<file path="config.mk">
export PLATFORM = sky130hd
export DESIGN_NAME = key_matrix_event_generator
export DESIGN_NICKNAME = d
export VERILOG_FILES = /design/src/hdl/kmeg_pkg.sv /design/src/hdl/key_matrix_event_generator.sv /design/src/hdl/kmeg_key_mem.sv /design/src/hdl/kmeg_keymap_mem.sv
export SDC_FILE = /design/constraint.sdc
export NUM_CORES = 1
export LEC_CHECK = 0
export BUFFER_PORTS_ARGS = -buffer_cell sky130_fd_sc_hd__buf_2
export CORE_ASPECT_RATIO = 0.6
export CORE_MARGIN = 1.5
export CORE_UTILIZATION = 45
export DETAILED_ROUTE_END_ITERATION = 8
export PLACE_DENSITY_LB_ADDON = 0.2
export SETUP_SLACK_MARGIN = 0.2
export SLEW_MARGIN = 20
export SYNTH_ARGS = -nofsm -noshare
export SYNTH_HDL_FRONTEND = slang
export SYNTH_SLANG_ARGS = --single-unit
</file>
<file path="constraint.sdc">
create_clock -name clk -period 3.3 [get_ports clk]
set_clock_uncertainty 0.05 [all_clocks]
set_input_delay 0.33 -clock clk [delete_from_list [all_inputs] [get_ports clk]]
set_output_delay 0.33 -clock clk [all_outputs]
set_load 0.01 [all_outputs]
</file>
<file path="src/hdl/kmeg_pkg.sv">
// Package for the key matrix event generator: item types, codes and defaults.
// Used by the top module of the block, by its checker and by the testbench; depends on nothing.
package kmeg_pkg;

	localparam int ROWS_DEF = 8;
	localparam int COLS_DEF = 8;

	localparam logic OP_SCAN  = 1'b0;
	localparam logic OP_WRITE = 1'b1;

	localparam logic KIND_KEY    = 1'b0;
	localparam logic KIND_REPORT = 1'b1;

	localparam logic [7:0] MOD_LEFT_BASE  = 8'hE0;
	localparam logic [7:0] MOD_RIGHT_BASE = 8'hE4;
	localparam logic [3:0] NIB_LEFT       = 4'h0;
	localparam logic [3:0] NIB_RIGHT      = 4'h1;

	typedef struct packed {
		logic        op;
		logic [3:0]  row;
		logic [7:0]  col_levels;
		logic        end_of_scan;
		logic [2:0]  map_col;
		logic [15:0] map_code;
	} in_item_t;

	typedef struct packed {
		logic       kind;
		logic [7:0] usage;
		logic       pressed;
		logic       last;
	} out_item_t;

	typedef enum logic [2:0] {
		ST_IDLE,
		ST_LOAD,
		ST_SCAN,
		ST_CODE,
		ST_EMIT,
		ST_REPORT
	} state_t;

endpackage

</file>
<file path="src/hdl/key_matrix_event_generator.sv">
// Key matrix event generator: turns scanned row levels into key usage items.
// A keymap write is taken in the idle state. A scan row goes through load and scan,
// then code and emit per changed column, modifier items first; a report comes last.
// The sequencer reads the pressed-key memory, then the keymap, one column at a time.
// Results leave through one output register.
// Reset clears all pressed bits (per-row valid flops) and the scan-changed flag.
module key_matrix_event_generator #(
	parameter int ROWS = kmeg_pkg::ROWS_DEF,
	parameter int COLS = kmeg_pkg::COLS_DEF
) (
	input  logic                 clk,
	input  logic                 arst_n,
	input  logic                 item_valid,
	output logic                 item_ready,
	input  kmeg_pkg::in_item_t   item,
	output logic                 result_valid,
	input  logic                 result_ready,
	output kmeg_pkg::out_item_t  result
);

	localparam int ROW_AW = ROWS > 1 ? $clog2(ROWS) : 1;
	localparam int COL_AW = COLS > 1 ? $clog2(COLS) : 1;
	localparam int KM_DEPTH = ROWS * COLS;
	localparam int KM_AW = KM_DEPTH > 1 ? $clog2(KM_DEPTH) : 1;

	kmeg_pkg::state_t state_q, state_nx;

	logic [3:0]      row_q;
	logic            row_ok_q;
	logic [COLS-1:0] lev_q;
	logic            eos_q;
	logic [COLS-1:0] now_q;
	logic [COLS-1:0] diff_q;
	logic            changed_q;
	logic            press_q;
	logic [3:0]      mods_q;
	logic            right_q;
	logic [7:0]      usage_q;
	logic            result_valid_q;
	kmeg_pkg::out_item_t result_q;

	logic            accept;
	logic            item_row_ok;
	logic            ks_rd_en;
	logic            ks_wr_en;
	logic [COLS-1:0] ks_rd_data;
	logic [COLS-1:0] now_d;
	logic [COLS-1:0] diff_d;
	logic            km_wr_en;
	logic            km_rd_en;
	logic [KM_AW-1:0] km_wr_addr;
	logic [KM_AW-1:0] km_rd_addr;
	logic [15:0]     km_rd_data;
	logic [COL_AW-1:0] col_sel;
	logic [1:0]      mod_sel;
	logic            slot_free;
	logic            emit;
	kmeg_pkg::out_item_t emit_item;
	logic [3:0]      mods_d;

	assign accept      = item_valid && item_ready;
	assign item_row_ok = {1'b0, item.row} < 5'(ROWS);
	assign slot_free   = !result_valid_q || result_ready;

	// Lowest changed column still to be served.
	always_comb begin
		col_sel = '0;
		for (int c = COLS - 1; c >= 0; c--) begin
			if (diff_q[c]) begin
				col_sel = COL_AW'(c);
			end
		end
	end

	// Lowest modifier bit still to be sent.
	always_comb begin
		mod_sel = 2'd0;
		for (int i = 3; i >= 0; i--) begin
			if (mods_q[i]) begin
				mod_sel = 2'(i);
			end
		end
	end

	assign now_d  = ~lev_q;
	assign diff_d = row_ok_q ? (ks_rd_data ^ now_d) : '0;

	// Modifier bits count only when the top nibble of the high byte is 0 or 1.
	always_comb begin
		if (km_rd_data[15:12] == kmeg_pkg::NIB_LEFT
				|| km_rd_data[15:12] == kmeg_pkg::NIB_RIGHT) begin
			mods_d = km_rd_data[11:8];
		end else begin
			mods_d = 4'd0;
		end
	end

	assign km_wr_addr = KM_AW'(KM_AW'(item.row[ROW_AW-1:0]) * KM_AW'(COLS)
		+ KM_AW'(item.map_col));
	assign km_rd_addr = KM_AW'(KM_AW'(row_q[ROW_AW-1:0]) * KM_AW'(COLS)
		+ KM_AW'(col_sel));

	// Next state.
	always_comb begin
		state_nx = state_q;
		unique case (state_q)
			kmeg_pkg::ST_IDLE: begin
				if (accept && item.op == kmeg_pkg::OP_SCAN) begin
					state_nx = kmeg_pkg::ST_LOAD;
				end
			end
			kmeg_pkg::ST_LOAD: state_nx = kmeg_pkg::ST_SCAN;
			kmeg_pkg::ST_SCAN: begin
				if (diff_q != '0) begin
					state_nx = kmeg_pkg::ST_CODE;
				end else if (eos_q && changed_q) begin
					state_nx = kmeg_pkg::ST_REPORT;
				end else begin
					state_nx = kmeg_pkg::ST_IDLE;
				end
			end
			kmeg_pkg::ST_CODE: state_nx = kmeg_pkg::ST_EMIT;
			kmeg_pkg::ST_EMIT: begin
				if (slot_free && mods_q == 4'd0) begin
					state_nx = kmeg_pkg::ST_SCAN;
				end
			end
			kmeg_pkg::ST_REPORT: begin
				if (slot_free) begin
					state_nx = kmeg_pkg::ST_IDLE;
				end
			end
			default: state_nx = kmeg_pkg::ST_IDLE;
		endcase
	end

	// State outputs.
	always_comb begin
		item_ready = 1'b0;
		ks_rd_en   = 1'b0;
		ks_wr_en   = 1'b0;
		km_wr_en   = 1'b0;
		km_rd_en   = 1'b0;
		emit       = 1'b0;
		emit_item  = '0;
		unique case (state_q)
			kmeg_pkg::ST_IDLE: begin
				item_ready = 1'b1;
				ks_rd_en   = accept && item.op == kmeg_pkg::OP_SCAN && item_row_ok;
				km_wr_en   = accept && item.op == kmeg_pkg::OP_WRITE && item_row_ok
					&& {1'b0, item.map_col} < 4'(COLS);
			end
			kmeg_pkg::ST_LOAD: ks_wr_en = row_ok_q;
			kmeg_pkg::ST_SCAN: km_rd_en = diff_q != '0;
			kmeg_pkg::ST_CODE: begin
			end
			kmeg_pkg::ST_EMIT: begin
				emit              = slot_free;
				emit_item.kind    = kmeg_pkg::KIND_KEY;
				emit_item.pressed = press_q;
				if (mods_q != 4'd0) begin
					emit_item.usage = (right_q ? kmeg_pkg::MOD_RIGHT_BASE
						: kmeg_pkg::MOD_LEFT_BASE) + 8'(mod_sel);
					emit_item.last  = 1'b0;
				end else begin
					emit_item.usage = usage_q;
					// A key event implies a change, so a report follows at end of scan.
					emit_item.last  = diff_q == '0 && !eos_q;
				end
			end
			kmeg_pkg::ST_REPORT: begin
				emit              = slot_free;
				emit_item.kind    = kmeg_pkg::KIND_REPORT;
				emit_item.usage   = 8'h00;
				emit_item.pressed = 1'b0;
				emit_item.last    = 1'b1;
			end
			default: begin
			end
		endcase
	end

	always_ff @(posedge clk or negedge arst_n) begin
		if (!arst_n) begin
			state_q        <= kmeg_pkg::ST_IDLE;
			changed_q      <= 1'b0;
			result_valid_q <= 1'b0;
		end else begin
			state_q <= state_nx;
			if (state_q == kmeg_pkg::ST_LOAD && diff_d != '0) begin
				changed_q <= 1'b1;
			end else if (state_q == kmeg_pkg::ST_SCAN && diff_q == '0 && eos_q) begin
				changed_q <= 1'b0;
			end
			if (emit) begin
				result_valid_q <= 1'b1;
			end else if (result_ready) begin
				result_valid_q <= 1'b0;
			end
		end
	end

	always_ff @(posedge clk) begin
		if (accept) begin
			row_q    <= item.row;
			row_ok_q <= item_row_ok;
			lev_q    <= item.col_levels[COLS-1:0];
			eos_q    <= item.end_of_scan;
		end
		if (state_q == kmeg_pkg::ST_LOAD) begin
			now_q  <= now_d;
			diff_q <= diff_d;
		end
		if (state_q == kmeg_pkg::ST_SCAN && diff_q != '0) begin
			press_q <= now_q[col_sel];
			diff_q  <= diff_q & (diff_q - COLS'(1));
		end
		if (state_q == kmeg_pkg::ST_CODE) begin
			mods_q  <= mods_d;
			right_q <= km_rd_data[15:12] == kmeg_pkg::NIB_RIGHT;
			usage_q <= km_rd_data[7:0];
		end
		if (state_q == kmeg_pkg::ST_EMIT && slot_free && mods_q != 4'd0) begin
			mods_q <= mods_q & (mods_q - 4'd1);
		end
		if (emit) begin
			result_q <= emit_item;
		end
	end

	assign result_valid = result_valid_q;
	assign result       = result_q;

	kmeg_key_mem #(
		.ROWS(ROWS),
		.COLS(COLS)
	) u_key_mem (
		.clk    (clk),
		.arst_n (arst_n),
		.rd_en  (ks_rd_en),
		.rd_addr(item.row[ROW_AW-1:0]),
		.rd_data(ks_rd_data),
		.wr_en  (ks_wr_en),
		.wr_addr(row_q[ROW_AW-1:0]),
		.wr_data(now_d)
	);

	kmeg_keymap_mem #(
		.DEPTH(KM_DEPTH)
	) u_keymap_mem (
		.clk    (clk),
		.wr_en  (km_wr_en),
		.wr_addr(km_wr_addr),
		.wr_data(item.map_code),
		.rd_en  (km_rd_en),
		.rd_addr(km_rd_addr),
		.rd_data(km_rd_data)
	);

endmodule

</file>
<file path="src/hdl/kmeg_key_mem.sv">
// Pressed-key memory: one row of column bits per matrix row, registered read.
// Per-row valid flops make unwritten rows read as no keys pressed.
// Depends on nothing but its parameters.
module kmeg_key_mem #(
	parameter int ROWS = 8,
	parameter int COLS = 8
) (
	input  logic                                clk,
	input  logic                                arst_n,
	input  logic                                rd_en,
	input  logic [(ROWS > 1 ? $clog2(ROWS) : 1)-1:0] rd_addr,
	output logic [COLS-1:0]                     rd_data,
	input  logic                                wr_en,
	input  logic [(ROWS > 1 ? $clog2(ROWS) : 1)-1:0] wr_addr,
	input  logic [COLS-1:0]                     wr_data
);

	logic [COLS-1:0] mem [ROWS];
	logic [ROWS-1:0] vld_q;
	logic [COLS-1:0] mem_rd_q;
	logic            rd_vld_q;

	always_ff @(posedge clk) begin
		if (wr_en) begin
			mem[wr_addr] <= wr_data;
		end
		if (rd_en) begin
			mem_rd_q <= mem[rd_addr];
		end
	end

	always_ff @(posedge clk or negedge arst_n) begin
		if (!arst_n) begin
			vld_q    <= '0;
			rd_vld_q <= 1'b0;
		end else begin
			if (wr_en) begin
				vld_q[wr_addr] <= 1'b1;
			end
			if (rd_en) begin
				rd_vld_q <= vld_q[rd_addr];
			end
		end
	end

	assign rd_data = rd_vld_q ? mem_rd_q : '0;

endmodule

</file>
<file path="src/hdl/kmeg_keymap_mem.sv">
// Keymap memory: 16-bit keycodes, one write and one registered read port.
// Contents are undefined until written. Depends on nothing but DEPTH.
module kmeg_keymap_mem #(
	parameter int DEPTH = 64
) (
	input  logic                                  clk,
	input  logic                                  wr_en,
	input  logic [(DEPTH > 1 ? $clog2(DEPTH) : 1)-1:0] wr_addr,
	input  logic [15:0]                           wr_data,
	input  logic                                  rd_en,
	input  logic [(DEPTH > 1 ? $clog2(DEPTH) : 1)-1:0] rd_addr,
	output logic [15:0]                           rd_data
);

	logic [15:0] mem [DEPTH];

	always_ff @(posedge clk) begin
		if (wr_en) begin
			mem[wr_addr] <= wr_data;
		end
		if (rd_en) begin
			rd_data <= mem[rd_addr];
		end
	end

endmodule

</file>
==> metrics.md <==
| Metric | Value |
|---|---|
| Power density cells | `881.5 mW/mm²` |
| DIE WIDTH | `416.9 µm` |
| Root buffer cell | `clkbuf_16` |
| Initial antenna violation count | `10` |
| Final setup fails | `0` |
| Leak Pwr | `0.01867 µW` |
| #FFs+latches synth | `1180` |
| Cell Rows | `90` |
| Final wirelength | `147500 µm` |
| Maximum resistive drop on vdd | `0.5328 mV` |
| Clock Sinks | `1180` |
| Final period utilization | `96.03%` |
| Internal | `32160 µW` |
| Synth top area cells | `edfxtp_1, mux2i_1, nand2_1` |
| I/O Pins | `50` |
| Yosys warns | `0` |
| Switching pwr | `17670 µW` |
| H-tree depth | `3` |
| Path depth of the worst reg2reg path | `11` |
| Arr. time, crit path | `3670 ps` |
| Clock Tree Buf Depth | `3` |
| # Max-Cap Violations | `0` |
| Die ar. | `0.1048 mm²` |
| Post-synthesis simple-gate area fraction | `7.048%` |
| Initial core utilization | `45.73%` |
| Slew @ Worst Pin | `1105 ps` |
| Largest stage delay, worst path | `530 ps` |
| Synth Flop Type | `edfxtp_1` |
| Final hold vios | `0` |
| Yosys cell types | `66` |
| R2R Path End | `u_keymap_mem.rd_data[8]$_DFFE_PP_` |
| Clk pwr share | `27.1%` |
| DP Worst Slack | `-544.0 ps` |
| Post-Synth Adder-Cell Area | `0%` |
| R2R Path Start | `diff_q[5]$_DFFE_PP_` |
| GPL Wtd Cong | `0.9104` |
| WL/cell | `31.56 µm` |
| Largest family of logic cells by synthesized area | `compound AO/OA/AOI/OAI gates` |
| Delay-heaviest family, CP | `simple AND/OR/NAND/NOR gates` |
| Gate power share | `37.8%` |
| Final Critical Period | `3169 ps` |
| Worst path depth | `11` |
| Post-synthesis mux area share | `4.830%` |
| Status | `finished clean` |
| Asr flop ratio synth | `1.186%` |
| CP Launch Type | `flip-flop` |
| Fin nets | `3282` |
| Clock latency on the worst-skew pair | `740 ps` |
| Top-area cell type share of the netlist area | `75.71%` |
| Share of cells above drive strength 1 | `22.72%` |
| Remaining Overflow, GRT | `0` |
| Layout area overhead | `22.24%` |
| Routed vias/inst | `6.326` |
| Rel. slew slack | `25.96%` |
| Syn_nets | `2927` |
| CTS tree | `done` |
| Final Cell Area | `0.05653 mm²` |
| First drt pass iteration count | `5` |
| Core Area | `0.1011 mm²` |
| RSZ-0062 raised after global routing | `yes` |
| Final Max Slew Viols | `0` |
| CP max FO | `19` |
| Hold crit path type | `primary input to flip-flop` |
| Compound-Gate Fraction of Synth Area | `9.646%` |
| Buf+Inv Stages, Crit Path | `4` |
| Cells after Synth | `2890` |
| Sequential share of power | `35.2%` |
| Setup TNS | `0 ps` |
| # port buffers | `49` |
| Post-Synthesis Cell Area | `0.04624 mm²` |
| Cts bufs inserted | `108` |
| First-pass GRT wire length | `202800 µm` |
| Number of DRC markers in iteration 0 | `4442` |
| Global Route Usage Sum | `27.04%` |
| Critical Path Sink Type | `flip-flop` |
| Register area share after synthesis | `76.47%` |
| Worst path cell trace | `or2_4, o21a_1, nor2_4, buf_6, buf_16, buf_12, mux2i_1, o22ai_1, nor4_1, buf_4, nor4_2` |
| Post-synth EDFFs | `1166` |
| Largest net degree at the start of global routing | `97` |
| Switching share of power | `35.46%` |
| CP Data Required Time | `3800 ps` |
| Crit-path slowest cell | `o22ai_1` |
| Worst setup path startpoint | `diff_q[5]$_DFFE_PP_` |
| Overall Power | `49830 µW` |
| Avg Cell Area, Syn | `16.00 µm²` |
| Area after DPL | `0.05022 mm²` |
| XOR/XNOR share of the synthesized area | `0%` |
| Residual DRC | `0` |
| Clk pin slew, worst setup/hold paths | `70 ps` |
| Post-DRT Antenna Nets | `0` |
| Maximum clock rate | `315.6 MHz` |
| Post-layout worst setup margin | `131.1 ps` |
| Critical path type | `flip-flop to flip-flop` |
| Worst reg2reg setup slack | `130 ps` |
| Synth area leader | `edfxtp_1` |
| Dpl hpwl | `89790 µm` |
| Die Y | `251.3 µm` |
| Crit path to | `u_keymap_mem.rd_data[8]$_DFFE_PP_` |
| Vias in the first global route | `27612` |
| Via count | `29572` |
[layer usage]
metal  track usage (%)  vias to the layer above  share of wire [%]
li1                  -                    12378                  -
met1             42.85                    15178                 45
met2             36.42                     1813                 40
met3             7.320                      201                 13
met4             6.653                        2                2.3
met5                 0                        -             0.0081
[kinds of logic (layout without fill, tap and decap cells)]
group	after synthesis	count (layout)
buf+inv	210	656
flops	1180	1180
other cells	0	4
simple gates	657	658
compound gates	620	620
mux	223	223
[how the worst min path moves through the flow]
stage | start | to | cells after the start
floorplan | arst_n | changed_q$_DFFE_PN0P_ | 0
global placement | arst_n | result_valid$_DFFE_PN0P_ | 1
detailed placement | arst_n | result_valid$_DFFE_PN0P_ | 1
CTS | item[32] | u_key_mem.mem_rd_q[2]$_DFFE_PP_ | 3
global route | item[32] | u_key_mem.mem_rd_q[2]$_DFFE_PP_ | 3
finish | item[32] | u_key_mem.mem_rd_q[2]$_DFFE_PP_ | 3
[per-stage QoR]
step,hold WS (ps),utilization (%),std cells
floorplan,-15.59,-,2890
global placement,201.8,49.66,4373
detailed placement,215.6,49.66,4374
CTS,26.51,54.43,4612
global route,58.58,55.89,4671
finish,82.17,55.90,4675
[layout make-up]
class / instances / area, µm²
Fill cell: 7804 / 44590
Sequential cell: 1180 / 35360
Multi-Input combinational cell: 1501 / 11270
Timing Repair Buffer: 441 / 4372
Clock buffer: 119 / 2764
Tap cell: 1334 / 1669
Clock inverter: 83 / 1028
Inverter: 13 / 48.80
Antenna cell: 4 / 10.01
[tightest hold or removal path, delay by kind of cell]
kind | cells | cell delay [ps]
buffers and inverters | 2 | 300
and+or+nand+nor | 1 | 60
[layout by cell type, fill, tap and decap left out, drive strengths merged, types with 5 or more instances in the layout]
cell type / count
and3: 94
nor3: 10
mux2i: 222
a22oi: 48
nand3: 89
a311oi: 16
o211ai: 19
a211oi: 97
bufinv: 21
o2111ai: 15
nand2b: 7
nor2b: 10
dfrtp: 14
o22ai: 32
nand4: 42
o32ai: 16
a221oi: 66
dlygate4sd3: 18
or2: 13
clkbuf: 133
clkinv: 52
o221ai: 48
a21oi: 77
a31oi: 17
o21ai: 90
nor2: 108
nor4: 35
buf: 403
a2111oi: 16
a21o: 17
inv: 18
edfxtp: 1166
and2: 22
a21boi: 16
clkinvlp: 5
nand2: 217
bufbuf: 6
a32o: 15
[Yosys cell counts (all sizes together), types with 2 or more instances]
cell type     n
a2111oi      16
a211oi       97
a21boi       16
a21o         17
a21oi        77
a221o         2
a221oi       66
a22o          2
a22oi        48
a311oi       16
a31oi        17
a32o         15
and2         22
and3         94
buf          89
clkbuf      108
dfrtp        14
edfxtp     1166
inv          13
mux2i       222
nand2       216
nand2b        7
nand3        89
nand4        42
nor2        108
nor2b        10
nor3         10
nor3b         3
nor4         35
o2111ai      15
o211ai       19
o21a          3
o21ai        90
o221ai       48
o22ai        32
o31ai         2
o32ai        16
or2          13
or4           3
[power by group through the flow]
stage / sequential [µW] / combinational, µW / clock, µW
2_1_floorplan: 17600 / 8010 / 0
3_3_place_gp: 17800 / 14600 / 0
3_5_place_dp: 17800 / 14700 / 0
4_1_cts: 17500 / 16100 / 13600
5_1_grt: 17500 / 19500 / 14200
6_report: 17500 / 18800 / 13500
[state kept, by name, indices dropped and copies added, names as in the netlist]
register	cells
result	11
eos_q	1
lev_q	8
mods_q	4
u_key_mem.mem_rd_q	8
press_q	1
diff_q	8
now_q	8
u_key_mem.vld_q	8
u_key_mem.mem	64
row_ok_q	1
usage_q	8
right_q	1
state_q	3
changed_q	1
u_keymap_mem.mem	1024
row_q	3
result_valid	1
u_keymap_mem.rd_data	16
u_key_mem.rd_vld_q	1
[what timing repair did]
item | 4_1_cts | 5_1_grt
setup buffers | 11 | 44
pin swaps | 14 | 41
hold endpoints to repair | 40 | 0
hold buffers | 18 | 0
gates cloned | 7 | 15
gates resized for setup | 89 | 129
endpoints found under the setup margin | 16 | 16
(Power assumes the default switching activity.)
